### src/oversampled_quadratic_sensor_calibrator_assert.svh
// Assertion macros used by the calibrator top level.
`ifndef OVERSAMPLED_QUADRATIC_SENSOR_CALIBRATOR_ASSERT_SVH
`define OVERSAMPLED_QUADRATIC_SENSOR_CALIBRATOR_ASSERT_SVH

// Checks a property on every rising edge of clk outside reset.
`define OQSC_ASSERT(lbl, prop, msg) \
	lbl: assert property (@(posedge clk) disable iff (!arst_n) prop) else $error(msg);

// Checks that post holds in the cycle after pre.
`define OQSC_ASSERT_NEXT(lbl, pre, post, msg) \
	lbl: assert property (@(posedge clk) disable iff (!arst_n) (pre) |=> (post)) else $error(msg);

`endif

### src/oqsc_pkg.sv
// Shared widths, constants, register indexes and types of the calibrator.
`timescale 1ns / 1ps

package oqsc_pkg;

	localparam int VAL_W      = 12;
	localparam int SUM_W      = 20;
	localparam int AVG_W      = 13;
	localparam int PCT_W      = 15;
	localparam int OFF_W      = 24;
	localparam int COEF_W     = 32;
	localparam int CFG_DATA_W = 32;
	localparam int CFG_IDX_W  = 3;

	localparam int SAMPLES_DEF = 16;

	localparam int DIVD_W    = 24;
	localparam int DIVS_W    = 12;
	localparam int DIV_CNT_W = $clog2(DIVD_W);

	localparam int ACC_W      = 60;
	localparam int MUL_CNT_W  = $clog2(VAL_W);
	localparam int LIN_SHIFT  = 12;
	localparam int OFF_SHIFT  = 24;
	localparam int FRAC_SHIFT = 24;

	localparam logic [DIVS_W-1:0] RAW_FULL_MV   = 12'd3300;
	localparam logic [DIVS_W-1:0] RAW_FULL_CODE = 12'd4095;
	localparam logic [PCT_W-1:0]  MOIST_FULL    = 15'd25600;

	localparam logic [CFG_IDX_W-1:0] REG_FAULT_LOW  = 3'd0;
	localparam logic [CFG_IDX_W-1:0] REG_FAULT_HIGH = 3'd1;
	localparam logic [CFG_IDX_W-1:0] REG_COEF_SQ    = 3'd2;
	localparam logic [CFG_IDX_W-1:0] REG_COEF_LIN   = 3'd3;
	localparam logic [CFG_IDX_W-1:0] REG_COEF_OFF   = 3'd4;
	localparam logic [CFG_IDX_W-1:0] REG_SAFE_LOW   = 3'd5;
	localparam logic [CFG_IDX_W-1:0] REG_SAFE_HIGH  = 3'd6;

	localparam logic [VAL_W-1:0] FAULT_LOW_RST  = 12'd100;
	localparam logic [VAL_W-1:0] FAULT_HIGH_RST = 12'd3200;

	typedef struct packed {
		logic busy;
		logic done;
	} unit_sts_t;

endpackage

### src/oqsc_ifs.sv
// Valid/ready channel interfaces for samples and readings.
`timescale 1ns / 1ps

interface oqsc_sample_if;
	import oqsc_pkg::*;

	logic             valid;
	logic             ready;
	logic [VAL_W-1:0] sample_value;
	logic             sample_is_mv;
	logic             read_failed;

	modport source (output valid, output sample_value, output sample_is_mv,
		output read_failed, input ready);
	modport sink (input valid, input sample_value, input sample_is_mv,
		input read_failed, output ready);
endinterface

interface oqsc_reading_if;
	import oqsc_pkg::*;

	logic                    valid;
	logic                    ready;
	logic                    fault;
	logic signed [AVG_W-1:0] average_mv;
	logic [PCT_W-1:0]        moisture_pct;
	logic                    in_safe_window;

	modport source (output valid, output fault, output average_mv, output moisture_pct,
		output in_safe_window, input ready);
	modport sink (input valid, input fault, input average_mv, input moisture_pct,
		input in_safe_window, output ready);
endinterface

### src/oqsc_div.sv
// Bit-serial restoring divider, one quotient bit per cycle.
`timescale 1ns / 1ps

module oqsc_div (
	input  logic                          clk,
	input  logic                          arst_n,
	input  logic                          start,
	input  logic [oqsc_pkg::DIVD_W-1:0]   dividend,
	input  logic [oqsc_pkg::DIVS_W-1:0]   divisor,
	output oqsc_pkg::unit_sts_t           sts,
	output logic [oqsc_pkg::DIVS_W-1:0]   quotient
);
	import oqsc_pkg::*;

	logic [DIVD_W-1:0]    quo_q;
	logic [DIVS_W-1:0]    rem_q;
	logic [DIVS_W-1:0]    dvs_q;
	logic [DIV_CNT_W-1:0] cnt_q;
	logic                 busy_q;
	logic                 done_q;
	logic [DIVS_W:0]      trial;
	logic [DIVS_W:0]      diff;
	logic                 ge;

	always_comb begin
		trial = {rem_q, quo_q[DIVD_W-1]};
		diff  = trial - {1'b0, dvs_q};
		ge    = trial >= {1'b0, dvs_q};
	end

	always_ff @(posedge clk or negedge arst_n) begin
		if (!arst_n) begin
			busy_q <= 1'b0;
			done_q <= 1'b0;
			cnt_q  <= '0;
		end else begin
			done_q <= 1'b0;
			if (start) begin
				busy_q <= 1'b1;
				cnt_q  <= DIV_CNT_W'(DIVD_W - 1);
			end else if (busy_q) begin
				cnt_q <= cnt_q - 1'b1;
				if (cnt_q == '0) begin
					busy_q <= 1'b0;
					done_q <= 1'b1;
				end
			end
		end
	end

	always_ff @(posedge clk) begin
		if (start) begin
			quo_q <= dividend;
			rem_q <= '0;
			dvs_q <= divisor;
		end else if (busy_q) begin
			rem_q <= ge ? diff[DIVS_W-1:0] : trial[DIVS_W-1:0];
			quo_q <= {quo_q[DIVD_W-2:0], ge};
		end
	end

	assign sts.busy = busy_q;
	assign sts.done = done_q;
	assign quotient = quo_q[DIVS_W-1:0];

endmodule

### src/oqsc_mul.sv
// Bit-serial shift-add multiplier with a preloaded addend.
`timescale 1ns / 1ps

module oqsc_mul (
	input  logic                              clk,
	input  logic                              arst_n,
	input  logic                              start,
	input  logic signed [oqsc_pkg::ACC_W-1:0] x,
	input  logic [oqsc_pkg::VAL_W-1:0]        m,
	input  logic signed [oqsc_pkg::ACC_W-1:0] addend,
	output oqsc_pkg::unit_sts_t               sts,
	output logic signed [oqsc_pkg::ACC_W-1:0] product
);
	import oqsc_pkg::*;

	logic signed [ACC_W-1:0] acc_q;
	logic signed [ACC_W-1:0] x_q;
	logic [VAL_W-1:0]        m_q;
	logic [MUL_CNT_W-1:0]    cnt_q;
	logic                    busy_q;
	logic                    done_q;

	always_ff @(posedge clk or negedge arst_n) begin
		if (!arst_n) begin
			busy_q <= 1'b0;
			done_q <= 1'b0;
			cnt_q  <= '0;
		end else begin
			done_q <= 1'b0;
			if (start) begin
				busy_q <= 1'b1;
				cnt_q  <= MUL_CNT_W'(VAL_W - 1);
			end else if (busy_q) begin
				cnt_q <= cnt_q - 1'b1;
				if (cnt_q == '0) begin
					busy_q <= 1'b0;
					done_q <= 1'b1;
				end
			end
		end
	end

	always_ff @(posedge clk) begin
		if (start) begin
			acc_q <= addend;
			x_q   <= x;
			m_q   <= m;
		end else if (busy_q) begin
			if (m_q[0]) begin
				acc_q <= acc_q + x_q;
			end
			x_q <= x_q <<< 1;
			m_q <= m_q >> 1;
		end
	end

	assign sts.busy = busy_q;
	assign sts.done = done_q;
	assign product  = acc_q;

endmodule

### src/oversampled_quadratic_sensor_calibrator.sv
// Top level: sample averaging, fault check and quadratic moisture calibration.
//
//   Channel    Role   Carries
//   sample     sink   sample_value, sample_is_mv, read_failed
//   reading    source fault, average_mv, moisture_pct, in_safe_window
//   cfg_*      write  register index and data, no read-back
//
// A millivolt sample is accumulated directly; a raw code first runs the serial divider.
// The sample that closes a burst then runs the divider for the average, the multiplier
// in S_MUL1 and S_MUL2 for the quadratic, and the emit state.
// A faulted average skips the multiplier; a failed read goes from idle straight to emit.
// One sample is in work at a time; a finished reading waits in the output register.
// Reset clears the running sum and count and loads the register defaults.
`timescale 1ns / 1ps

`include "oversampled_quadratic_sensor_calibrator_assert.svh"

module oversampled_quadratic_sensor_calibrator #(
	parameter int SAMPLES_PER_READING = oqsc_pkg::SAMPLES_DEF
) (
	input  logic                              clk,
	input  logic                              arst_n,
	input  logic                              cfg_we,
	input  logic [oqsc_pkg::CFG_IDX_W-1:0]    cfg_index,
	input  logic [oqsc_pkg::CFG_DATA_W-1:0]   cfg_wdata,
	oqsc_sample_if.sink                       sample,
	oqsc_reading_if.source                    reading
);
	import oqsc_pkg::*;

	localparam int CNT_W = (SAMPLES_PER_READING > 1) ? $clog2(SAMPLES_PER_READING) : 1;

	typedef enum logic [6:0] {
		S_IDLE = 7'b0000001,
		S_CONV = 7'b0000010,
		S_ACC  = 7'b0000100,
		S_AVG  = 7'b0001000,
		S_MUL1 = 7'b0010000,
		S_MUL2 = 7'b0100000,
		S_EMIT = 7'b1000000
	} state_t;

	state_t state_q;

	logic [VAL_W-1:0]         fault_low_q;
	logic [VAL_W-1:0]         fault_high_q;
	logic signed [COEF_W-1:0] coef_sq_q;
	logic signed [COEF_W-1:0] coef_lin_q;
	logic signed [OFF_W-1:0]  coef_off_q;
	logic [PCT_W-1:0]         safe_low_q;
	logic [PCT_W-1:0]         safe_high_q;

	logic [SUM_W-1:0] sum_q;
	logic [CNT_W-1:0] cnt_q;
	logic [VAL_W-1:0] mv_q;
	logic [VAL_W-1:0] avg_q;

	logic                    res_fault_q;
	logic signed [AVG_W-1:0] res_avg_q;
	logic [PCT_W-1:0]        res_moist_q;
	logic                    res_safe_q;

	logic                    out_valid_q;
	logic                    out_fault_q;
	logic signed [AVG_W-1:0] out_avg_q;
	logic [PCT_W-1:0]        out_moist_q;
	logic                    out_safe_q;

	logic                    accept;
	logic                    burst_end;
	logic [SUM_W-1:0]        sum_next;
	logic                    div_start;
	logic [DIVD_W-1:0]       div_dividend;
	logic [DIVS_W-1:0]       div_divisor;
	logic [DIVS_W-1:0]       div_quo;
	unit_sts_t               div_sts;
	logic                    mul_start;
	logic signed [ACC_W-1:0] mul_x;
	logic [VAL_W-1:0]        mul_m;
	logic signed [ACC_W-1:0] mul_addend;
	logic signed [ACC_W-1:0] mul_prod;
	unit_sts_t               mul_sts;
	logic                    avg_fault;
	logic [ACC_W-FRAC_SHIFT-1:0] whole;
	logic [PCT_W-1:0]        moist;
	logic                    out_free;

	assign sample.ready = (state_q == S_IDLE);
	assign accept       = sample.valid && sample.ready;
	assign sum_next     = sum_q + SUM_W'(mv_q);
	assign burst_end    = (cnt_q == CNT_W'(SAMPLES_PER_READING - 1));
	assign avg_fault    = (div_quo < fault_low_q) || (div_quo > fault_high_q);
	assign out_free     = !out_valid_q || reading.ready;

	always_comb begin
		div_start    = 1'b0;
		div_dividend = DIVD_W'(sum_next);
		div_divisor  = DIVS_W'(SAMPLES_PER_READING);
		if (state_q == S_IDLE) begin
			div_start    = accept && !sample.read_failed && !sample.sample_is_mv;
			div_dividend = DIVD_W'(sample.sample_value) * DIVD_W'(RAW_FULL_MV);
			div_divisor  = RAW_FULL_CODE;
		end else if (state_q == S_ACC) begin
			div_start = burst_end;
		end
	end

	always_comb begin
		mul_start  = 1'b0;
		mul_x      = ACC_W'(coef_sq_q);
		mul_m      = div_quo;
		mul_addend = ACC_W'(coef_lin_q) <<< LIN_SHIFT;
		if (state_q == S_AVG) begin
			mul_start = div_sts.done && !avg_fault;
		end else if (state_q == S_MUL1) begin
			mul_start  = mul_sts.done;
			mul_x      = mul_prod;
			mul_m      = avg_q;
			mul_addend = ACC_W'(coef_off_q) <<< OFF_SHIFT;
		end
	end

	always_comb begin
		whole = mul_prod[ACC_W-1:FRAC_SHIFT];
		if (mul_prod[ACC_W-1]) begin
			moist = '0;
		end else if (whole > (ACC_W - FRAC_SHIFT)'(MOIST_FULL)) begin
			moist = MOIST_FULL;
		end else begin
			moist = whole[PCT_W-1:0];
		end
	end

	oqsc_div u_div (
		.clk      (clk),
		.arst_n   (arst_n),
		.start    (div_start),
		.dividend (div_dividend),
		.divisor  (div_divisor),
		.sts      (div_sts),
		.quotient (div_quo)
	);

	oqsc_mul u_mul (
		.clk     (clk),
		.arst_n  (arst_n),
		.start   (mul_start),
		.x       (mul_x),
		.m       (mul_m),
		.addend  (mul_addend),
		.sts     (mul_sts),
		.product (mul_prod)
	);

	always_ff @(posedge clk or negedge arst_n) begin
		if (!arst_n) begin
			fault_low_q  <= FAULT_LOW_RST;
			fault_high_q <= FAULT_HIGH_RST;
			coef_sq_q    <= '0;
			coef_lin_q   <= '0;
			coef_off_q   <= '0;
			safe_low_q   <= '0;
			safe_high_q  <= MOIST_FULL;
		end else if (cfg_we) begin
			unique case (cfg_index)
				REG_FAULT_LOW:  fault_low_q  <= cfg_wdata[VAL_W-1:0];
				REG_FAULT_HIGH: fault_high_q <= cfg_wdata[VAL_W-1:0];
				REG_COEF_SQ:    coef_sq_q    <= cfg_wdata[COEF_W-1:0];
				REG_COEF_LIN:   coef_lin_q   <= cfg_wdata[COEF_W-1:0];
				REG_COEF_OFF:   coef_off_q   <= cfg_wdata[OFF_W-1:0];
				REG_SAFE_LOW:   safe_low_q   <= cfg_wdata[PCT_W-1:0];
				REG_SAFE_HIGH:  safe_high_q  <= cfg_wdata[PCT_W-1:0];
				default: ;
			endcase
		end
	end

	always_ff @(posedge clk or negedge arst_n) begin
		if (!arst_n) begin
			state_q     <= S_IDLE;
			sum_q       <= '0;
			cnt_q       <= '0;
			out_valid_q <= 1'b0;
		end else begin
			if (state_q == S_EMIT && out_free) begin
				out_valid_q <= 1'b1;
			end else if (reading.valid && reading.ready) begin
				out_valid_q <= 1'b0;
			end
			unique case (state_q)
				S_IDLE: begin
					if (accept) begin
						if (sample.read_failed) begin
							sum_q   <= '0;
							cnt_q   <= '0;
							state_q <= S_EMIT;
						end else if (sample.sample_is_mv) begin
							state_q <= S_ACC;
						end else begin
							state_q <= S_CONV;
						end
					end
				end
				S_CONV: begin
					if (div_sts.done) begin
						state_q <= S_ACC;
					end
				end
				S_ACC: begin
					if (burst_end) begin
						sum_q   <= '0;
						cnt_q   <= '0;
						state_q <= S_AVG;
					end else begin
						sum_q   <= sum_next;
						cnt_q   <= cnt_q + 1'b1;
						state_q <= S_IDLE;
					end
				end
				S_AVG: begin
					if (div_sts.done) begin
						state_q <= avg_fault ? S_EMIT : S_MUL1;
					end
				end
				S_MUL1: begin
					if (mul_sts.done) begin
						state_q <= S_MUL2;
					end
				end
				S_MUL2: begin
					if (mul_sts.done) begin
						state_q <= S_EMIT;
					end
				end
				S_EMIT: begin
					if (out_free) begin
						state_q <= S_IDLE;
					end
				end
				default: state_q <= S_IDLE;
			endcase
		end
	end

	always_ff @(posedge clk) begin
		if (accept) begin
			mv_q        <= sample.sample_value;
			res_fault_q <= 1'b1;
			res_avg_q   <= '1;
			res_moist_q <= '0;
			res_safe_q  <= 1'b0;
		end
		if (state_q == S_CONV && div_sts.done) begin
			mv_q <= div_quo;
		end
		if (state_q == S_AVG && div_sts.done) begin
			avg_q       <= div_quo;
			res_fault_q <= avg_fault;
			res_avg_q   <= {1'b0, div_quo};
			res_moist_q <= '0;
			res_safe_q  <= 1'b0;
		end
		if (state_q == S_MUL2 && mul_sts.done) begin
			res_moist_q <= moist;
			res_safe_q  <= (moist >= safe_low_q) && (moist <= safe_high_q);
		end
		if (state_q == S_EMIT && out_free) begin
			out_fault_q <= res_fault_q;
			out_avg_q   <= res_avg_q;
			out_moist_q <= res_moist_q;
			out_safe_q  <= res_safe_q;
		end
	end

	assign reading.valid          = out_valid_q;
	assign reading.fault          = out_fault_q;
	assign reading.average_mv     = out_avg_q;
	assign reading.moisture_pct   = out_moist_q;
	assign reading.in_safe_window = out_safe_q;

	`OQSC_ASSERT(a_fault_zero, (reading.valid && reading.fault) |-> (reading.moisture_pct == '0 && !reading.in_safe_window), "Faulted item carries moisture or window flag")
	`OQSC_ASSERT_NEXT(a_fail_clears, accept && sample.read_failed, sum_q == '0 && cnt_q == '0, "Read failure did not restart the burst")
	`OQSC_ASSERT(a_idle_quiet, (state_q == S_IDLE) |-> (!div_sts.busy && !mul_sts.busy), "Arithmetic unit busy while idle")
	`OQSC_ASSERT(a_neg_avg_fault, (reading.valid && reading.average_mv == '1) |-> reading.fault, "Negative average without fault")

endmodule

### src/flat_wrapper.sv
// flat-port wrapper written by rule: the top's interface ports become plain ports
module oversampled_quadratic_sensor_calibrator_flat import oqsc_pkg::*;
#(
	parameter int SAMPLES_PER_READING = oqsc_pkg::SAMPLES_DEF
)
  (clk, arst_n, cfg_we, cfg_index, cfg_wdata, sample_valid, sample_sample_value, sample_sample_is_mv, sample_read_failed, sample_ready, reading_valid, reading_fault, reading_average_mv, reading_moisture_pct, reading_in_safe_window, reading_ready);
  oqsc_sample_if sample_i ();
  oqsc_reading_if reading_i ();
  input  logic clk;
  input  logic arst_n;
  input  logic cfg_we;
  input  logic [oqsc_pkg::CFG_IDX_W-1:0] cfg_index;
  input  logic [oqsc_pkg::CFG_DATA_W-1:0] cfg_wdata;
  input wire logic [$bits(sample_i.valid)-1:0] sample_valid;
  input wire logic [$bits(sample_i.sample_value)-1:0] sample_sample_value;
  input wire logic [$bits(sample_i.sample_is_mv)-1:0] sample_sample_is_mv;
  input wire logic [$bits(sample_i.read_failed)-1:0] sample_read_failed;
  output wire logic [$bits(sample_i.ready)-1:0] sample_ready;
  output wire logic [$bits(reading_i.valid)-1:0] reading_valid;
  output wire logic [$bits(reading_i.fault)-1:0] reading_fault;
  output wire logic [$bits(reading_i.average_mv)-1:0] reading_average_mv;
  output wire logic [$bits(reading_i.moisture_pct)-1:0] reading_moisture_pct;
  output wire logic [$bits(reading_i.in_safe_window)-1:0] reading_in_safe_window;
  input wire logic [$bits(reading_i.ready)-1:0] reading_ready;
  assign sample_i.valid = sample_valid;
  assign sample_i.sample_value = sample_sample_value;
  assign sample_i.sample_is_mv = sample_sample_is_mv;
  assign sample_i.read_failed = sample_read_failed;
  assign sample_ready = sample_i.ready;
  assign reading_valid = reading_i.valid;
  assign reading_fault = reading_i.fault;
  assign reading_average_mv = reading_i.average_mv;
  assign reading_moisture_pct = reading_i.moisture_pct;
  assign reading_in_safe_window = reading_i.in_safe_window;
  assign reading_i.ready = reading_ready;
  oversampled_quadratic_sensor_calibrator #(.SAMPLES_PER_READING(SAMPLES_PER_READING)) u_core (.clk(clk), .arst_n(arst_n), .cfg_we(cfg_we), .cfg_index(cfg_index), .cfg_wdata(cfg_wdata), .sample(sample_i), .reading(reading_i));
endmodule
### config.mk
export PLATFORM = sky130hd
export DESIGN_NAME = oversampled_quadratic_sensor_calibrator_flat
export DESIGN_NICKNAME = d
export VERILOG_FILES = /design/src/oqsc_pkg.sv /design/src/oqsc_ifs.sv /design/src/oqsc_div.sv /design/src/oqsc_mul.sv /design/src/oversampled_quadratic_sensor_calibrator.sv /design/src/flat_wrapper.sv
export VERILOG_INCLUDE_DIRS = /design/src /design/src/src
export SDC_FILE = /design/constraint.sdc
export NUM_CORES = 1
export LEC_CHECK = 0
export ABC_AREA = 0
export BUFFER_PORTS_ARGS = -buffer_cell sky130_fd_sc_hd__buf_2
export CAP_MARGIN = 40
export CORE_AREA = 2 2 294 296
export DETAILED_ROUTE_END_ITERATION = 10
export DIE_AREA = 0 0 296 298
export SYNTH_ARGS = -nofsm -noshare
export SYNTH_HDL_FRONTEND = slang
export SYNTH_HIERARCHICAL = 1
export SYNTH_SLANG_ARGS = --single-unit
### constraint.sdc
create_clock -name clk -period 4.25 [get_ports clk]
set_clock_uncertainty 0.05 [all_clocks]
set_input_delay 0.85 -clock clk [delete_from_list [all_inputs] [get_ports clk]]
set_output_delay 0.85 -clock clk [all_outputs]
set_load 0.05 [all_outputs]
==> impl_summary.md, run 1 <==
Critical path
The critical path is of the in2reg type. The reg-to-reg setup timing slack is 0.26 ns. Data on the critical path is required at its endpoint by 4.55 ns. In this run the critical register-to-register path is launched from u_core/u_mul/product[57]. At the worst endpoint, the arrival time is 4.91 ns. The worst setup path is launched from a primary input. The highest cell delay on the worst timing path is 0.49 ns. STA classifies the critical path endpoint as a flip-flop. The signal on the critical path passes through buf_12 -> ha_4 -> xor2_2 -> ha_1 -> fa_1 -> fa_1 -> inv_1 -> fa_1 -> inv_2 -> ha_4 -> a21oi_4 -> o211ai_1 -> a221o_1 -> a31oi_4 -> buf_4 -> xnor2_1 -> nand2_1 -> o21ai_0 -> mux2_2. The end of the worst register-to-register path is u_core/res_safe_q.

The most critical setup path has its startpoint at sample_sample_value[1]. By instance count, the cell type seen most on the critical path is sky130_fd_sc_hd__fa_1. For the worst flop-to-flop path, the logic depth is 14. On the critical path, the stage with the largest delay is an instance of sky130_fd_sc_hd__fa_1.

The capturing element of the worst setup path is u_core/u_div/quo_q[17]. The worst-path maximum fanout is 4.

Timing
Setup violations remaining at the end of the flow were counted as 9. The final worst setup slack is -0.360 ns. The time the final worst path needs with I/O delays and setup is 4.61 ns. The final max-slew violation count is 0. The final sum of negative setup slack is -2.17 ns. Setup repair after global routing could not meet its margin everywhere. The hold violation count in the final report was 0.

Derived from the worst setup path, the maximum achievable clock frequency is 217 MHz. Measured against its own limit, the worst slew margin works out to 0.428. Of the available clock period, the critical path in the final layout requires 1.08. The actual slew at the worst max-slew pin is 0.858 ns.

Synthesis
The mapped netlist covers 0.0279 mm2. After technology mapping, the gate count stands at 2678. The yosys synthesis warning count is 6.

The average size of a mapped cell is 10.4 um2.

Cells and area
After the flow finishes, the layout carries non-filler instances totaling 4011. The most common cell after layout, fill and taps aside is sky130_fd_sc_hd__nand2_1. Of the cells placed in the final design, the portion with a size suffix greater than 1 is 0.223.

The post-synthesis to final-layout area growth is 16.8%. In the layout the commonest cells are sky130_fd_sc_hd__nand2_1, sky130_fd_sc_hd__edfxtp_1, sky130_fd_sc_hd__mux2_2. Once layout is complete, the utilization of the core stands at 0.384. The number of nets in the final layout is 3121.

Clock tree
In this run, CTS created clock tree buffers numbering 53. The tree is rooted in a sky130_fd_sc_hd__clkbuf_16. CTS built an H-tree with a depth of 2. The clock drives 451 sinks. The number of hold buffers added after cts is 0.

TritonCTS built the clock tree. After clock tree synthesis, the clock-pin slew on the worst setup and hold paths is 0.06 ns. The maximum clock insertion buffer count is 3. The insertion delay of the later-clocked pin in the worst-skew pair is 0.63 ns.

GRT
The number of global-route vias before repair was 20195. The initial antenna violation count is 13. Entering global routing, the biggest net connects 94 pins. The total grt overflow is 0.

In the global route stage, overall resource usage came out at 0.166. The first global-routing pass estimated 116000 um of wire.

Detailed routing
The final routed DRC violation total is 0. The detailed router finished its first iteration with 1333 violations. The post-detailed-route via-to-cell ratio is 5.03. For this run, the detailed router's first-pass iteration total came to 5. The final route contains 20164 vias. After detailed routing, the total wire length is 73300 um. The routed wirelength normalized by instance count is 18.3 um.

The remaining number of nets flagged by the antenna check after routing is 0.

Placed design
Detailed placement finished with a half-perimeter wire length of 52200 um. The number of cells in the design after placement is 3904. The congestion estimate from routability-driven global placement came to 0.896.

Buffers placed on the I/O ports in this run total 85.

Power and ir drop
Across the VDD grid, the largest voltage drop is 0.322 mV. The leakage power of the design is 13.6 nW. The power density normalized to cell area is 517 mW/mm2.

Die
The area of the die is 0.0882 mm2. The overall die width is 296 um. The core area is 0.0849 mm2. Pin placement for this block handled 86 I/O pins. From bottom edge to top edge, the die measures 298 um. The standard-cell row count is 107.

The initial core utilization is 0.329.

Status
The checks that failed: setup timing. The run finished, with violations left.

Flow run
The number of max-cap violations is 0.

Min path
In this run the worst hold path is classified as in2async.
per-layer routing:
layer	share of wire	vias up	wire length, um	track usage
met4	0.026	14	1940	0.0486
met1	0.47	9786	34700	0.234
met2	0.45	415	33000	0.262
met5	0.0011	-	84	0
li1	-	9839	-	-
met3	0.049	110	3580	0.0272
repair_timing:
action                                  4_1_cts  5_1_grt
gates resized for setup                      27       15
endpoints found under the setup margin       10       12
setup buffers                                 3        2
gates cloned                                  0        0
pin swaps                                    22        6
through the flow:
stage	hold slack [ns]	cell area, um2	power, mW	worst slack (ns)
floorplan	0.350	28200	10.2	-0.643
global placement	0.351	30400	11.8	-1.01
detailed placement	0.355	30500	11.9	-1.11
CTS	0.315	32500	17.0	-0.338
global route	0.332	32600	18.0	-0.463
finish	0.281	32600	16.9	-0.360
flip-flops by register name, indices dropped and copies added, names as in the netlist, 7 cells and up:
register	flops
u_core/reading.moisture_pct	15
u_core/coef_off_q	24
u_core/reading.average_mv	13
u_core/fault_low_q	12
u_core/u_div/rem_q	12
u_core/res_moist_q	15
u_core/u_div/quo_q	24
u_core/avg_q	12
u_core/u_mul/product	60
u_core/res_avg_q	13
u_core/u_mul/m_q	12
u_core/fault_high_q	12
u_core/sum_q	20
u_core/safe_high_q	15
u_core/coef_sq_q	32
u_core/coef_lin_q	32
u_core/mv_q	12
u_core/u_mul/x_q	60
u_core/safe_low_q	15
u_core/u_div/dvs_q	12
u_core/state_q	7
worst min path at each step:
stage	slack, ns	end	from	cells past startpoint
5_1_grt	0.33	u_core/sum_q[3]	arst_n	1
2_1_floorplan	0.35	u_core/reading.average_mv[0]	u_core/res_avg_q[0]	0
6_report	0.28	u_core/sum_q[13]	arst_n	1
3_5_place_dp	0.35	u_core/reading.moisture_pct[10]	u_core/res_moist_q[10]	0
3_3_place_gp	0.35	u_core/reading.average_mv[8]	u_core/res_avg_q[8]	0
4_1_cts	0.32	u_core/sum_q[15]	arst_n	1
where the power goes:
part	internal, mW	switching (mW)
combinational	2.73	3.23
clock	2.94	1.93
sequential	5.47	0.544
total	11.1	5.71
layout make-up:
type                       count  area (um2)
antenna                        2        5.00
clock buffer                  78        1610
clock inverter                22         305
fill                        8486       52300
inverter                     141         529
multi-input combinational   1968       14800
sequential                   451       12500
tap                         1144        1430
timing repair buffer         205        1490
worst max-delay path, delay by kind of cell:
family                   cells  cell delay (ns)
buffers and inverters        4             0.37
adder cells (fa/ha/maj)      6             2.21
AO/OA/AOI/OAI                5             0.96
AND/OR/NAND/NOR              1             0.06
multiplexers                 1             0.27
XOR/XNOR                     2             0.19
No activity file was read; power rests on OpenSTA's default activity.
==> run 2, diff against run 1 <==
Settings changed: CORE_AREA 2 2 294 296 to 2 2 268 270, DIE_AREA 0 0 296 298 to 0 0 270 272.
==> impl_summary.md, run 2 (same netlist as run 1, synthesis figures left out) <==
Timing
The final clock period utilization by the worst path is 1.09 (+0.00247). Setup repair after global routing could not meet its margin everywhere. The actual slew at the worst max-slew pin was 0.836 ns (-0.0222 ns). The time the final worst path needs with I/O delays and setup was 4.62 ns (+0.0105 ns).

The final-layout worst hold slack came to 0.228 ns (-0.0525 ns). The number of setup violations in the final report is 9 (unchanged). The maximum operating frequency was 216 MHz (-0.23%). The final worst setup slack is -0.370 ns (-0.0105 ns). The hold violation count in the final report came to 0 (unchanged). The final sum of negative setup slack is -2.51 ns (-0.342 ns). The remaining max-slew budget at the tightest pin is 0.443 (+0.0148). The final max-slew violation count was 0 (unchanged).

GRT
The global-route total usage across every layer is 0.198 (+0.0319). The number of global-route vias before repair was 20769 (+2.8%). The total grt overflow came to 0 (unchanged). The initial antenna violation count was 8 (-5).

The wire length of the first global-routing pass was 117000 um (+0.29%). The largest net degree at the start of global routing is 94 (unchanged).

Critical path
The buffer and inverter count on the worst path was 4 (unchanged). The arrival time reported for the critical path endpoint came to 4.93 ns (+0.02 ns). The worst setup path is launched from a primary input.

The worst-path maximum fanout is 4 (unchanged). Walking the worst path, the cells encountered are buf_8 -> ha_4 -> xor2_2 -> ha_1 -> fa_1 -> fa_1 -> inv_1 -> fa_1 -> inv_2 -> ha_4 -> a21oi_4 -> o211ai_1 -> a221o_1 -> a31oi_4 -> buf_6 -> xnor2_2 -> nand2_1 -> o21ai_1 -> mux2_4. The cell that appears most often on the critical path is sky130_fd_sc_hd__fa_1. The standard cell with the maximum stage delay on the critical path is sky130_fd_sc_hd__fa_1. The largest delay contributor family on the critical path is adder cells. The data required time of the critical path is 4.56 ns (about the same). The worst setup path is of the in2reg kind.

The highest cell delay on the worst timing path came to 0.49 ns (about the same). The worst setup path is captured at a flip-flop.

Placed design
The worst setup timing slack at the placement stage was -1.12 ns (-0.0113 ns). The count of port buffers added during placement is 85 (unchanged). The placed cell area is 0.0303 mm2 (-0.73%). The weighted congestion at the end of routability-driven global placement is 0.887 (-1.0%). The placed wire-length estimate is 52400 um (+0.39%).

Cells and area
The area taken by flip-flops and latches is 0.0125 mm2 (unchanged). The number of fillers in the final layout came to 6634 (-22%). The area of the multi-input gates is 0.0148 mm2 (+0.21%). In the layout the commonest cells are sky130_fd_sc_hd__nand2_1, sky130_fd_sc_hd__edfxtp_1, sky130_fd_sc_hd__mux2_2. From synthesis to final layout, the design area changed by 15.7%.

The share of final-layout standard cells stronger than drive strength 1 was 0.224 (+0.00175). The number of nets in the final layout is 3123 (+0.064%). The library cell used most frequently in the layout, excluding fill and tap cells, is sky130_fd_sc_hd__nand2_1. The finished layout cell area is 0.0323 mm2 (-0.94%).

Clock tree
The clock edge transition at the registers on the reported setup and hold paths was 0.06 ns (about the same). The clock tree from TritonCTS is built. The number of hold buffers added after cts came to 0 (unchanged). The maximum clock insertion buffer count was 3 (unchanged). The count of clock tree sinks is 451 (unchanged).

The master cell of the clock root buffer is sky130_fd_sc_hd__clkbuf_16. The number of buffers created by CTS came to 51 (-3.8%). The insertion delay of the later-clocked pin in the worst-skew pair is 0.61 ns (-0.02 ns). The CTS H-tree depth is 2 (unchanged).

Detailed routing
The post-detailed-route via-to-cell ratio was 5.39 (+7.3%). The final routed DRC violation total came to 0 (unchanged). The remaining number of nets flagged by the antenna check after routing is 0 (unchanged). The number of design-rule violations left by the first detailed-router iteration is 1510 (+13%). The total vias in the final route is 20586 (+2.1%). The routed wirelength normalized by instance count is 19.2 um (+5.3%). The total routed wirelength was 73400 um (+0.15%).

The number of iterations in the first detailed-routing pass was 5 (unchanged).

Die
The boundary pin count is 86 (unchanged). The core area is 0.0708 mm2 (-17%). The initial core utilization is 0.395 (+0.0657). The vertical extent of the die is 272 um (-8.7%).

The area of the die is 0.0734 mm2 (-17%). The standard-cell row count is 98 (-8.4%). The overall die width was 270 um (-8.8%).

Status
The run finished, with violations left. The checks that failed: setup timing.

Flow run
The number of max-cap violations was 0 (unchanged).

Power and ir drop
The leakage power of the design was 13.6 nW (-0.20%). The power density normalized to cell area is 520 mW/mm2 (+0.56%). The highest ir drop seen on vdd came to 0.358 mV (+11%).

Min path
In this run the worst hold path is classified as in2async.
[run 2: cell types whose count changed in the layout (fill, tap and decap cells not counted), moves of 2 or more]
cell	delta
sky130_fd_sc_hd__buf_4	+2
sky130_fd_sc_hd__bufinv_16	-2
sky130_fd_sc_hd__clkinv_1	-2
sky130_fd_sc_hd__clkinv_16	-2
sky130_fd_sc_hd__clkinv_2	+3
sky130_fd_sc_hd__ha_4	+2
sky130_fd_sc_hd__mux2_2	+2
sky130_fd_sc_hd__mux2_4	-2
sky130_fd_sc_hd__nor4_1	+2
sky130_fd_sc_hd__nor4_2	-2
sky130_fd_sc_hd__o21ai_0	+2
sky130_fd_sc_hd__o21ai_1	-3
[run 2: where the power goes]
part	leakage, nW	switching [mW]	internal [mW]	total [mW]
clock network	0.873	1.86	2.76	4.62
logic	8.09	3.37	2.84	6.21
registers	4.66	0.488	5.47	5.96
total	13.6	5.72	11.1	16.8
[run 2: cell type report]
| class | instances | area share |
|---|---|---|
| multi-input cells | 1968 | 0.458 |
| clock buffers | 77 | 0.0489 |
| diodes | 1 | 0.0000775 |
| clock inverters | 19 | 0.00620 |
| inverters | 141 | 0.0164 |
| flip-flops and latches | 451 | 0.387 |
| repair buffers | 209 | 0.0473 |
| well taps | 950 | 0.0368 |
[run 2: worst paths after layout]
check | to | depth (start not counted) | from | slack [ns]
setup / recovery | u_core/u_div/quo_q[17] | 19 | sample_sample_value[2] | -0.37
hold / removal | u_core/sum_q[19] | 1 | arst_n | 0.23
setup reg to reg | u_core/res_safe_q | 15 | u_core/u_mul/product[56] | 0.30
hold reg to reg | u_core/reading.average_mv[0] | 0 | u_core/res_avg_q[0] | 0.37
max in group asynchronous | u_core/safe_high_q[0] | 2 | arst_n | 2.87
min in group clk | u_core/reading.average_mv[0] | 0 | u_core/res_avg_q[0] | 0.37
[run 2: metal layers]
metal / routed length [um] / global-route usage / vias up
met2: 34100 / 0.322 / 486
li1: - / - / 9853
met4: 2070 / 0.0645 / 6
met1: 33700 / 0.272 / 10113
met3: 3540 / 0.0287 / 128
met5: 39 / 0 / -
[run 2: through the flow]
| step | total power [mW] | util | instances |
|---|---|---|---|
| 6_report | 16.8 | 0.457 | 3816 |
| 5_1_grt | 17.9 | 0.457 | 3816 |
| 4_1_cts | 16.7 | 0.455 | 3809 |
| 3_5_place_dp | 11.9 | 0.428 | 3713 |
| 3_3_place_gp | 11.7 | 0.427 | 3710 |
| 2_1_floorplan | 10.2 | - | 2689 |
[run 2: repair_timing]
item / CTS / global route
buffers inserted: 0 / 6
gates resized for setup: 27 / 19
pin swaps: 15 / 16
endpoints found under the setup margin: 10 / 13
==> run 3, diff against run 2 <==
--- a/config.mk
+++ b/config.mk
@@ -11,8 +11,8 @@
 export CAP_MARGIN = 40
-export CORE_AREA = 2 2 268 270
+export CORE_AREA = 2 2 258 260
 export DETAILED_ROUTE_END_ITERATION = 10
-export DIE_AREA = 0 0 270 272
+export DIE_AREA = 0 0 260 262
+export MAX_ROUTING_LAYER = met4
 export SYNTH_ARGS = -nofsm -noshare
 export SYNTH_HDL_FRONTEND = slang
-export SYNTH_HIERARCHICAL = 1
 export SYNTH_SLANG_ARGS = --single-unit
--- a/constraint.sdc
+++ b/constraint.sdc
@@ -4,2 +4,2 @@
 set_output_delay 0.85 -clock clk [all_outputs]
-set_load 0.05 [all_outputs]
+set_load 0.02 [all_outputs]
==> impl_summary.md, run 3 <==
Synthesis
The cell with the most instances after synthesis is sky130_fd_sc_hd__nand2_1. By area the synthesized netlist is led by sky130_fd_sc_hd__edfxtp_1, sky130_fd_sc_hd__dfrtp_1, sky130_fd_sc_hd__ha_1. In the synthesized netlist, the cells that appear most often are sky130_fd_sc_hd__nand2_1, sky130_fd_sc_hd__edfxtp_1, sky130_fd_sc_hd__o21ai_0. For this run, the register share of the synthesized area comes to 0.469. Counting distinct cell types in the post-synthesis netlist gives 72. The share of the synthesized area in the top cell type is 0.278. The netlist area before placement is 0.0259 mm2 (-7.1%). The number of synthesized flops with an enable pin is 240. The instance count of the mapped netlist is 2436 (-9.0%). The yosys synthesis warning count was 0 (-6). When the netlist entered floorplanning its net count stood at 2735. The library cell occupying the most area in the post-synthesis netlist is sky130_fd_sc_hd__edfxtp_1. The synthesis-stage register bit count is 440. The most used flip-flop cell after synthesis is sky130_fd_sc_hd__edfxtp_1. The share of synthesized registers carrying an async set or reset is 0.425. The average size of a mapped cell is 10.6 um2 (+2.1%).

Detailed routing
The number of design-rule violations left by the first detailed-router iteration came to 1366 (-9.5%). The total vias in the final route is 19161 (-6.9%). The post-detailed-route via-to-cell ratio is 5.48 (+1.6%). The final routed DRC violation total came to 0 (unchanged). The number of iterations in the first detailed-routing pass was 6 (+1). The routed wirelength normalized by instance count is 19.4 um (+1.0%). The total routed wirelength is 68000 um (-7.5%).

The remaining number of nets flagged by the antenna check after routing is 0 (unchanged).

Placed design
The placed wire-length estimate came to 49200 um (-6.3%). The count of port buffers added during placement came to 85 (unchanged). The placed cell area is 0.0283 mm2 (-6.4%). The weighted congestion at the end of routability-driven global placement is 0.954 (+7.6%). The worst setup timing slack at the placement stage is -1.04 ns (+0.0804 ns).

Power and ir drop
The internal power component came to 10.3 mW (-7.0%). The highest ir drop seen on vdd is 0.397 mV (+11%). The leakage power of the design was 12.6 nW (-7.1%). The net switching power is 5.24 mW (-8.4%). The power density normalized to cell area was 513 mW/mm2 (-1.2%).

The combinational cell fraction of total power is 0.338 (-0.032). The register share of total power came to 0.375 (+0.020). The fraction of power consumed by the clock network is 0.287 (+0.012). The fraction of power spent switching nets is 0.337 (-0.00341).

Cells and area
The area of the multi-input gates is 0.0133 mm2 (-9.9%). The number of fillers in the final layout is 6102 (-8.0%). The finished layout cell area is 0.0302 mm2 (-6.4%).

The number of nets in the final layout is 2888 (-7.5%). The share of final-layout standard cells stronger than drive strength 1 is 0.191 (-0.0336). The antenna cell count was 0 (-1). The area taken by flip-flops and latches was 0.0122 mm2 (-2.6%). The library cells used most frequently in the layout, excluding fill and tap cells, are sky130_fd_sc_hd__nand2_1, sky130_fd_sc_hd__edfxtp_1, sky130_fd_sc_hd__o21ai_0.

The post-synthesis to final-layout area growth is 16.7%. The most common cell after layout, fill and taps aside is sky130_fd_sc_hd__nand2_1.

Clock tree
The CTS H-tree depth came to 2 (unchanged). The maximum clock insertion buffer count is 3 (unchanged). The number of buffers created by CTS came to 50 (-2.0%).

The clock edge transition at the registers on the reported setup and hold paths was 0.06 ns (about the same). The count of clock tree sinks is 440 (-2.4%). Clock tree synthesis selected as its root buffer the cell sky130_fd_sc_hd__clkbuf_16. The insertion delay of the later-clocked pin in the worst-skew pair was 0.62 ns (about the same). TritonCTS built the clock tree.

Timing
The maximum operating frequency is 219 MHz (+1.2%). The remaining max-slew budget at the tightest pin came to 0.406 (-0.0365). The final max-slew violation count came to 0 (unchanged).

The hold violation count in the final report is 0 (unchanged). Setup repair after global routing could not meet its margin everywhere. The actual slew at the worst max-slew pin is 0.889 ns (+0.0523 ns). The final clock period utilization by the worst path is 1.07 (-0.0125). The time the final worst path needs with I/O delays and setup is 4.57 ns (-0.0530 ns). The final worst setup slack is -0.317 ns (+0.0530 ns).

The number of setup violations in the final report is 6 (-3).

GRT
The largest net degree at the start of global routing was 100 (+6.4%). The number of global-route vias before repair is 19301 (-7.1%). The global-route total usage across every layer is 0.207 (+0.00891).

The wire length of the first global-routing pass is 108000 um (-7.4%). The total grt overflow is 0 (unchanged). The initial antenna violation count is 0 (-8).

Critical path
The critical path goes through buf_8 -> ha_4 -> xor2_2 -> ha_2 -> fa_1 -> fa_1 -> inv_2 -> fa_1 -> inv_2 -> ha_4 -> a21oi_4 -> o21bai_4 -> o311a_1 -> nor3_2 -> o21a_1 -> o21bai_1 -> a21oi_1 -> xnor2_1 -> o21ai_1. The worst-path maximum fanout came to 5 (+1). The most numerous cell type found on the critical path is sky130_fd_sc_hd__fa_1. The critical path starts at sample_sample_value[1]. In this run the critical register-to-register path is captured at u_core.res_safe_q. The arrival time reported for the critical path endpoint is 4.84 ns (-0.09 ns). The critical path launch point type is a primary input. The kind of critical path is in2reg. The cell depth of the worst flop-to-flop path came to 17 (+2). The highest cell delay on the worst timing path is 0.51 ns (+0.02 ns). STA classifies the critical path endpoint as a flip-flop. The beginning of the worst register-to-register path is u_core.u_mul.product[51]. The data required time of the critical path is 4.52 ns (-0.04 ns). In this run the worst setup path terminates at u_core.u_div.quo_q[23]. The reg-to-reg setup timing slack was 0.23 ns (-0.07 ns). The slowest stage of the critical path is the sky130_fd_sc_hd__fa_1 cell.

Min path
The class of the tightest hold or removal check is in2async.

Die
The core area is 0.0653 mm2 (-7.7%). The area of the die came to 0.0681 mm2 (-7.2%). The overall die width is 260 um (-3.7%). The vertical extent of the die is 262 um (-3.7%).

The initial core utilization is 0.397 (+0.00271). The standard-cell row count was 94 (-4.1%). The boundary pin count is 86 (unchanged).

Status
The final reports fail on setup timing. The run finished, with violations left.

Flow run
The number of max-cap violations is 0 (unchanged).
[run 3: critical path: cells and delay by family]
kind / cells / cell delay (ns)
fa+ha+maj: 6 / 2.27
compound gates: 7 / 1.07
xor+xnor: 2 / 0.27
buf+inv: 3 / 0.21
simple gates: 1 / 0.16
[run 3: kinds of logic after synthesis]
kind of cell	Yosys count	synth area share
xor+xnor	104	0.0351
simple gates	596	0.107
buf+inv	230	0.0334
compound gates	619	0.143
mux	202	0.0844
flops	440	0.469
fa+ha+maj	245	0.127
[run 3: cell type report]
type / instances / area share
clock buffers: 59 / 0.0438
clock inverters: 35 / 0.0127
inverters: 135 / 0.0169
multi-input cells: 1766 / 0.440
flip-flops and latches: 440 / 0.402
well taps: 864 / 0.0357
repair buffers: 196 / 0.0486
[run 3: worst min path at each step]
stage / depth (start not counted) / slack [ns] / end / from
floorplan: 0 / 0.35 / u_core.reading.average_mv[0] / u_core.res_avg_q[0]
global placement: 0 / 0.35 / u_core.reading.average_mv[4] / u_core.res_avg_q[4]
detailed placement: 0 / 0.36 / u_core.reading.moisture_pct[7] / u_core.res_moist_q[7]
CTS: 1 / 0.18 / u_core.coef_sq_q[16] / arst_n
global route: 1 / 0.20 / u_core.coef_sq_q[3] / arst_n
finish: 1 / 0.18 / u_core.coef_sq_q[3] / arst_n
[run 3: repair_timing]
item,CTS,global route
buffers inserted,3,1
setup endpoints to repair,8,13
gates resized for setup,32,18
hold buffers,0,0
pin swaps,23,14
[run 3: routing by layer]
metal | part of all wire | GRT usage | vias up
li1 | - | - | 9123
met1 | 0.43 | 0.259 | 9490
met2 | 0.50 | 0.353 | 437
met3 | 0.043 | 0.0250 | 111
met4 | 0.027 | 0.0580 | 0
met5 | 0 | - | -
[run 3: metrics by stage]
stage / instances / power (mW) / util / setup TNS (ns) / hold WS [ns]
global placement: 3393 / 10.8 / 0.433 / -8.71 / 0.354
global route: 3495 / 16.5 / 0.463 / -2.83 / 0.198
floorplan: 2436 / 9.20 / - / -3.25 / 0.350
CTS: 3494 / 15.6 / 0.462 / -1.33 / 0.179
finish: 3495 / 15.5 / 0.463 / -1.30 / 0.176
detailed placement: 3397 / 10.9 / 0.434 / -9.13 / 0.357
[run 3: power by group through the flow]
stage                     clock network [mW]  logic (mW)  registers (mW)
after floorplan                            0        3.50            5.71
after global placement                     0        4.89            5.88
after detailed placement                   0        5.04            5.90
after CTS                               4.56        5.22            5.83
after global routing                    4.73        5.91            5.90
final                                   4.46        5.24            5.83
